**config.mk**
```make
export PLATFORM = sky130hd
export DESIGN_NAME = mandelbrot_escape_time_ascii_top
export DESIGN_NICKNAME = d
export VERILOG_FILES = /design/src/met_pkg.sv /design/src/mandelbrot_escape_time_ascii_top.sv
export SDC_FILE = /design/constraint.sdc
export NUM_CORES = 2
export LEC_CHECK = 0
export ABC_AREA = 1
export BUFFER_PORTS_ARGS = -buffer_cell sky130_fd_sc_hd__buf_2
export CELL_PAD_IN_SITES_DETAIL_PLACEMENT = 1
export CELL_PAD_IN_SITES_GLOBAL_PLACEMENT = 2
export CORE_AREA = 2 2 433 435
export CTS_BUF_LIST = sky130_fd_sc_hd__clkbuf_16
export DETAILED_ROUTE_END_ITERATION = 6
export DIE_AREA = 0 0 435 437
export PLACE_DENSITY_LB_ADDON = 0.15
export SYNTH_ARGS = -nofsm -noshare
export SYNTH_HDL_FRONTEND = slang
export SYNTH_SLANG_ARGS = --single-unit
export TNS_END_PERCENT = 100
```
**constraint.sdc**
```tcl
create_clock -name clk -period 13.6 [get_ports clk]
set_clock_uncertainty 0.15 [all_clocks]
set_input_delay 0.68 -clock clk [delete_from_list [all_inputs] [get_ports clk]]
set_output_delay 0.68 -clock clk [all_outputs]
set_load 0.01 [all_outputs]
```
**src/met_pkg.sv**
```systemverilog
package met_pkg;

  localparam int FRAC_BITS  = 28;
  localparam int INDEX_BITS = 16;
  localparam int VAL_BITS   = FRAC_BITS + 4;
  localparam int PROD_BITS  = 2 * VAL_BITS;
  localparam int CNT_BITS   = 16;
  localparam int NBANDS     = 21;
  localparam int BAND_BITS  = $clog2(NBANDS + 1);

  typedef logic signed [VAL_BITS-1:0]   val_t;
  typedef logic signed [PROD_BITS-1:0]  prod_t;
  typedef logic signed [INDEX_BITS-1:0] index_t;
  typedef logic        [CNT_BITS-1:0]   count_t;
  typedef logic        [6:0]            ascii_t;
  typedef logic        [2:0]            reg_idx_t;

  localparam reg_idx_t REG_MAX_ITER    = 3'd0;
  localparam reg_idx_t REG_STEP_REAL   = 3'd1;
  localparam reg_idx_t REG_STEP_IMAG   = 3'd2;
  localparam reg_idx_t REG_OFFSET_REAL = 3'd3;
  localparam reg_idx_t REG_OFFSET_IMAG = 3'd4;

  localparam count_t      MAX_ITER_RST  = 16'd1000;
  localparam logic [30:0] STEP_REAL_RST = 31'd8036990;
  localparam logic [30:0] STEP_IMAG_RST = 31'd15606713;

  localparam val_t  VMAX = {1'b0, {(VAL_BITS-1){1'b1}}};
  localparam val_t  VMIN = {1'b1, {(VAL_BITS-1){1'b0}}};
  localparam prod_t FOUR = prod_t'(1) <<< (FRAC_BITS + 2);

  localparam count_t BAND_START [NBANDS] = '{
    16'd2,  16'd4,  16'd6,  16'd8,  16'd10, 16'd11, 16'd13, 16'd15, 16'd17, 16'd19, 16'd21,
    16'd22, 16'd24, 16'd26, 16'd28, 16'd30, 16'd32, 16'd33, 16'd35, 16'd37, 16'd39
  };

  // . , ~ - = _ ' ^ " * ! [ o g a O Q H @ G # space
  localparam ascii_t SHADE [NBANDS+1] = '{
    7'h2E, 7'h2C, 7'h7E, 7'h2D, 7'h3D, 7'h5F, 7'h27, 7'h5E, 7'h22, 7'h2A, 7'h21,
    7'h5B, 7'h6F, 7'h67, 7'h61, 7'h4F, 7'h51, 7'h48, 7'h40, 7'h47, 7'h23, 7'h20
  };

  function automatic val_t sat_val(input prod_t v);
    val_t r;
    if (v > prod_t'(VMAX)) begin
      r = VMAX;
    end else if (v < prod_t'(VMIN)) begin
      r = VMIN;
    end else begin
      r = v[VAL_BITS-1:0];
    end
    return r;
  endfunction

  function automatic ascii_t shade_of(input count_t c);
    logic [BAND_BITS-1:0] band;
    band = '0;
    for (int i = 0; i < NBANDS; i++) begin
      if (c >= BAND_START[i]) begin
        band = band + 1'b1;
      end
    end
    return SHADE[band];
  endfunction

endpackage

```
**src/mandelbrot_escape_time_ascii_top.sv**
```systemverilog
// Channel  | Dir | Signals                      | Payload
// in_      | in  | tvalid tready tdata[31:0]    | column, row
// out_     | out | tvalid tready tdata[23:0]    | iteration_count, inside_set, shade_symbol
// cfg_     | in  | valid ready index[2:0] data  | register write
// One pixel at a time through a single shared 32x32 multiplier.
// Each pixel is mapped to c, then each iteration runs x*x, y*y, x*y and update in turn.
// rst_n is synchronous; it restores the register defaults and empties the output.
// A result waiting on out_tready holds the block; cfg_ready is high only when idle.
module mandelbrot_escape_time_ascii_top (
  input  logic        clk,
  input  logic        rst_n,
  input  logic        in_tvalid,
  output logic        in_tready,
  input  logic [31:0] in_tdata,   // [15:0] column, [31:16] row
  output logic        out_tvalid,
  input  logic        out_tready,
  output logic [23:0] out_tdata,  // [15:0] iteration_count, [16] inside_set, [23:17] shade_symbol
  input  logic        cfg_valid,
  output logic        cfg_ready,
  input  logic [2:0]  cfg_index,
  input  logic [31:0] cfg_data
);

  typedef enum logic [3:0] {
    S_IDLE, S_MAPR, S_MAPI, S_CI, S_TEST, S_XX, S_YY, S_XY, S_DONE
  } state_t;

  state_t state_r;

  met_pkg::count_t      max_iter_r;
  logic [30:0]          step_real_r;
  logic [30:0]          step_imag_r;
  logic signed [31:0]   offset_real_r;
  logic signed [31:0]   offset_imag_r;

  met_pkg::index_t col_r, row_r;
  met_pkg::val_t   cr_r, ci_r, x_r, y_r, xx_r, yy_r;
  met_pkg::count_t count_r;
  logic            esc_r;

  met_pkg::val_t   mul_a, mul_b;
  met_pkg::prod_t  prod_nxt, prod_r;
  met_pkg::prod_t  mag2, xy2;

  logic            out_tvalid_r;
  met_pkg::count_t out_count_r;
  logic            out_inside_r;
  met_pkg::ascii_t out_shade_r;

  assign in_tready  = (state_r == S_IDLE);
  assign cfg_ready  = (state_r == S_IDLE) && !out_tvalid_r;
  assign out_tvalid = out_tvalid_r;
  assign out_tdata  = {out_shade_r, out_inside_r, out_count_r};

  always_ff @(posedge clk) begin
    if (!rst_n) begin
      max_iter_r    <= met_pkg::MAX_ITER_RST;
      step_real_r   <= met_pkg::STEP_REAL_RST;
      step_imag_r   <= met_pkg::STEP_IMAG_RST;
      offset_real_r <= '0;
      offset_imag_r <= '0;
    end else if (cfg_valid && cfg_ready) begin
      unique case (cfg_index)
        met_pkg::REG_MAX_ITER:    max_iter_r    <= cfg_data[15:0];
        met_pkg::REG_STEP_REAL:   step_real_r   <= cfg_data[30:0];
        met_pkg::REG_STEP_IMAG:   step_imag_r   <= cfg_data[30:0];
        met_pkg::REG_OFFSET_REAL: offset_real_r <= cfg_data;
        met_pkg::REG_OFFSET_IMAG: offset_imag_r <= cfg_data;
        default: ;
      endcase
    end
  end

  always_comb begin
    unique case (state_r)
      S_MAPR: begin
        mul_a = met_pkg::val_t'(col_r);
        mul_b = met_pkg::val_t'({1'b0, step_real_r});
      end
      S_MAPI: begin
        mul_a = met_pkg::val_t'(row_r);
        mul_b = met_pkg::val_t'({1'b0, step_imag_r});
      end
      S_TEST: begin
        mul_a = x_r;
        mul_b = x_r;
      end
      S_XX: begin
        mul_a = y_r;
        mul_b = y_r;
      end
      default: begin
        mul_a = x_r;
        mul_b = y_r;
      end
    endcase
  end

  assign prod_nxt = met_pkg::prod_t'(mul_a) * met_pkg::prod_t'(mul_b);
  assign mag2     = met_pkg::prod_t'(xx_r) + met_pkg::prod_t'(yy_r);
  assign xy2      = prod_r >>> (met_pkg::FRAC_BITS - 1);

  always_ff @(posedge clk) begin
    prod_r <= prod_nxt;
  end

  always_ff @(posedge clk) begin
    if (!rst_n) begin
      state_r      <= S_IDLE;
      out_tvalid_r <= 1'b0;
      count_r      <= '0;
    end else begin
      if (out_tvalid_r && out_tready && state_r != S_DONE) begin
        out_tvalid_r <= 1'b0;
      end
      unique case (state_r)
        S_IDLE: begin
          if (in_tvalid) begin
            col_r   <= in_tdata[15:0];
            row_r   <= in_tdata[31:16];
            count_r <= '0;
            state_r <= S_MAPR;
          end
        end
        S_MAPR: state_r <= S_MAPI;
        S_MAPI: begin
          cr_r    <= met_pkg::sat_val(prod_r + met_pkg::prod_t'(offset_real_r));
          state_r <= S_CI;
        end
        S_CI: begin
          ci_r    <= met_pkg::sat_val(prod_r + met_pkg::prod_t'(offset_imag_r));
          x_r     <= '0;
          y_r     <= '0;
          state_r <= S_TEST;
        end
        S_TEST: begin
          if (count_r >= max_iter_r) begin
            esc_r   <= 1'b0;
            state_r <= S_DONE;
          end else begin
            state_r <= S_XX;
          end
        end
        S_XX: begin
          xx_r    <= met_pkg::sat_val(prod_r >>> met_pkg::FRAC_BITS);
          state_r <= S_YY;
        end
        S_YY: begin
          yy_r    <= met_pkg::sat_val(prod_r >>> met_pkg::FRAC_BITS);
          state_r <= S_XY;
        end
        S_XY: begin
          if (mag2 > met_pkg::FOUR) begin
            esc_r   <= 1'b1;
            state_r <= S_DONE;
          end else begin
            x_r     <= met_pkg::sat_val(met_pkg::prod_t'(xx_r) - met_pkg::prod_t'(yy_r)
                                        + met_pkg::prod_t'(cr_r));
            y_r     <= met_pkg::sat_val(met_pkg::prod_t'(met_pkg::sat_val(xy2))
                                        + met_pkg::prod_t'(ci_r));
            count_r <= count_r + 1'b1;
            state_r <= S_TEST;
          end
        end
        S_DONE: begin
          if (!out_tvalid_r || out_tready) begin
            out_count_r  <= count_r;
            out_inside_r <= !esc_r;
            out_shade_r  <= met_pkg::shade_of(count_r);
            out_tvalid_r <= 1'b1;
            state_r      <= S_IDLE;
          end
        end
        default: state_r <= S_IDLE;
      endcase
    end
  end

  a_inside_count: assert property (@(posedge clk) disable iff (!rst_n)
    out_tvalid_r && out_inside_r |-> out_count_r == max_iter_r)
    else $error("inside result with count other than the limit");

  a_escape_count: assert property (@(posedge clk) disable iff (!rst_n)
    out_tvalid_r && !out_inside_r |-> out_count_r < max_iter_r)
    else $error("escaped result with count at or past the limit");

  a_busy_after_accept: assert property (@(posedge clk) disable iff (!rst_n)
    in_tvalid && in_tready |=> !in_tready)
    else $error("ready right after input transfer");

  a_count_bound: assert property (@(posedge clk) disable iff (!rst_n)
    state_r != S_IDLE |-> count_r <= max_iter_r)
    else $error("iteration count past the limit");

endmodule

```
==> results.md <==
GRT:
- The first global-routing pass estimated 387000 um of wire.
- The initial antenna violation count is 3.
- The via count of the first global-routing pass came to 61400.
- Global routing finished with a remaining overflow of 0.
- The global routing usage summed across all routing layers is 0.269.
- The largest net degree at the start of global routing is 75.

Layout:
- The count of non-filler cells in the finished layout is 10900.
- The sequential cell area is 12000 sq um.
- Of the cells placed in the final design, the portion with a size suffix greater than 1 is 0.0712.
- The net count of the finished layout is 10000.
- The multi-input logic area is 48600 sq um.
- Fill cells in the final layout number 22200.
- Relative to the synthesized area, the layout overhead comes to 9.71%.

Min path:
- The worst hold path belongs to the class in -> reg.

Drt:
- After the first detailed-routing iteration, the DRC count stood at 2891.
- The total number of vias is 55600.
- The detailed-route wire length per cell is 23.2 um.
- The DRC violation count after routing is 0.
- The total detailed-routing wirelength is 253000 um.
- The iteration count of the initial detailed-routing pass is 5.
- The mean number of vias per cell is 5.10.
- Once detail routing completed, the nets flagged for antenna violations numbered 0.

Floorplan:
- The die boundary width is 435 um.
- The floorplan has 158 rows.
- The effective utilization at floorplan is 0.369.
- The vertical extent of the die is 437 um.
- Pin placement for this block handled 99 I/O pins.
- The floorplan step defined a core boundary enclosing 185000 sq um.
- The die covers 190000 sq um.

Synthesis:
- Of all cell types, the one taking the most synthesized area is sky130_fd_sc_hd__fa_1.
- The share of synthesized area in the top cell type comes to 0.328.
- The synthesized instance count is 8291.
- Counting flops with an async set or reset pin after synthesis yields a share of 0.
- Sorting the synthesized cells by area gives the leading types as sky130_fd_sc_hd__fa_1 33%, sky130_fd_sc_hd__edfxtp_1 11%, sky130_fd_sc_hd__inv_1 10%, sky130_fd_sc_hd__nand2_1 8.9%, sky130_fd_sc_hd__ha_1 8.4%.
- The number of synthesized flops with an enable pin is 249.
- The post-synth net total is 9938.
- The synthesized cell area is 68200 sq um.
- The post-synthesis average cell area is 8.22 sq um.
- The commonest cells after synthesis are 1832 x sky130_fd_sc_hd__inv_1, 1619 x sky130_fd_sc_hd__nand2_1, 1118 x sky130_fd_sc_hd__fa_1.
- In this run, distinct cell masters in the synthesized netlist total 60.
- After synthesis the netlist holds a flip-flop and latch count of 476.
- The number of synthesis warnings is 0.
- sky130_fd_sc_hd__inv_1 is the most common cell in the netlist.
- The share of the Yosys chip area taken by registers is 0.176.
- The most frequently used flop master after synthesis is sky130_fd_sc_hd__edfxtp_1.

Clock network:
- Clock tree synthesis inserted a total of 60 buffers.
- The clock tree root buffer cell is sky130_fd_sc_hd__clkbuf_16.
- The clock passes through at most 3 buffers.
- The number of H-tree levels is 2.
- For the worst-skew pair, the clock arrives at the later sink with an insertion delay of 730 ps.
- The clock drives 476 sinks.
- Clock-pin slew was measured on the worst setup and hold paths at 70 ps.
- TritonCTS built the clock tree.

Critical path:
- STA classifies the critical path endpoint as a register.
- The worst setup path is of the reg -> reg kind.
- Along the worst path, the maximum fanout reaches 4.
- Data on the critical path arrives at its endpoint at 13140 ps.
- The launching element type of the critical path is a register.
- The largest single stage delay on the critical path is 340 ps.
- STA puts the critical path data required time at 13940 ps.
- The critical path's most frequent cell is sky130_fd_sc_hd__ha_1.
- The standard cell with the maximum stage delay on the critical path is sky130_fd_sc_hd__dfxtp_2.

Timing:
- The final-layout setup total negative slack is 0 ps.
- The ratio of final minimum period to clock period is 0.941.
- For the pin with the worst max-slew slack, the measured transition is 1220 ps.
- Setup repair after global routing left no endpoint under its margin.
- The tightest slew margin relative to the limit is 0.187.
- The total count of hold-check failures in the final report is 0.
- Final hold analysis gives a worst-case slack of 29.7 ps.
- The final max-slew violation count was 0.
- The peak clock frequency supported by timing is 78.2 MHz.
- Subtracting the final worst setup slack from the clock period gives 12790 ps.
- The setup-violating endpoint count in the final report is 0.

Run:
- Across the run, the number of max-cap violations was 0.

Placement:
- Once placement completed, the tool counted placed cells totaling 10800.
- Buffers placed on the I/O ports in this run total 98.
- The congestion estimate from routability-driven global placement came to 0.939.
- Detailed placement ended at an HPWL of 211000 um.

Run status:
- The run finished with clean final reports.
[what timing repair did]
| action | 4_1_cts | 5_1_grt |
|---|---|---|
| hold endpoints to repair | 19 | 0 |
| resized for setup | 0 | 35 |
| hold buffers | 19 | 0 |
| setup buffers | 0 | 1 |
| setup endpoints to repair | 0 | 7 |
[critical path: cells and delay by family, from the launching register on]
| family | cells | cell delay [ps] |
|---|---|---|
| simple gates | 43 | 5420 |
| fa+ha+maj | 21 | 5460 |
| flops | 1 | 340 |
| buf+inv | 14 | 830 |
| compound gates | 5 | 330 |
[layer usage]
metal	GRT usage	wire length (um)
met1	0.338	106000
met2	0.479	128000
met3	0.0335	10200
met4	0.0822	9070
met5	0	7
[layout by cell type (no fill, tap or decap), types with 52 or more instances in the layout]
master / Yosys / final
sky130_fd_sc_hd__buf_4: 1 / 176
sky130_fd_sc_hd__nand3_1: 145 / 144
sky130_fd_sc_hd__inv_1: 1832 / 1842
sky130_fd_sc_hd__buf_2: 3 / 97
sky130_fd_sc_hd__fa_1: 1118 / 1117
sky130_fd_sc_hd__a31oi_1: 58 / 58
sky130_fd_sc_hd__dfxtp_1: 227 / 224
sky130_fd_sc_hd__xnor2_1: 124 / 124
sky130_fd_sc_hd__ha_1: 457 / 455
sky130_fd_sc_hd__nor2_1: 573 / 563
sky130_fd_sc_hd__o21ai_0: 357 / 352
sky130_fd_sc_hd__o211ai_1: 52 / 52
sky130_fd_sc_hd__xor2_1: 166 / 166
sky130_fd_sc_hd__a21oi_1: 555 / 517
sky130_fd_sc_hd__edfxtp_1: 249 / 249
sky130_fd_sc_hd__nand2_1: 1619 / 1608
sky130_fd_sc_hd__nand2_2: 56 / 66
sky130_fd_sc_hd__clkbuf_16: 0 / 63
[sequential cells by signal, summed over array words and instances, names as in the netlist, 31 cells and up]
register	flops
offset_imag_r	32
xx_r	32
step_real_r	31
step_imag_r	31
x_r	32
prod_r	64
ci_r	32
offset_real_r	32
y_r	32
cr_r	32
yy_r	32
[layout make-up]
class | count | share of cell area
diodes | 4 | 0.000134
well taps | 2480 | 0.0415
flip-flops and latches | 476 | 0.161
multi-input cells | 5667 | 0.650
clock buffers | 63 | 0.0211
inverters | 1876 | 0.0941
repair buffers | 292 | 0.0267
clock inverters | 51 | 0.00594
[worst paths after layout]
check | from | end | slack (ps) | depth (start not counted)
setup / recovery | count_r[11]$_SDFFE_PN0P_ | out_shade_r[5]$_DFFE_PP_ | 810 | 83
hold / removal | in_tdata[30] | row_r[14]$_DFFE_PP_ | 30 | 1
setup reg to reg | count_r[11]$_SDFFE_PN0P_ | out_shade_r[5]$_DFFE_PP_ | 810 | 83
hold reg to reg | step_imag_r[30]$_SDFFE_PN0P_ | step_imag_r[30]$_SDFFE_PN0P_ | 310 | 2
[per-stage QoR]
stage               area (sq um)  setup WS [ps]   util
floorplan                  68200            846      -
global placement           72500            357  0.392
detailed placement         72500            149  0.392
CTS                        74700            117  0.404
global route               74800           44.9  0.404
finish                     74800            805  0.404
[cell families (layout without fill, tap and decap cells)]
logic type,count (synthesis),count (layout),synth area share
AO/OA/AOI/OAI,1230,1230,0.100
AND/OR/NAND/NOR,2572,2572,0.156
XOR/XNOR,290,290,0.0372
other,0,4,0
buffers and inverters,2148,2282,0.118
flip-flops,476,476,0.176
adder cells (fa/ha/maj),1575,1575,0.412
Power is left out: the tool's default activity adds up to more than one toggle a clock period on the data nets, which glitch-free logic cannot reach.
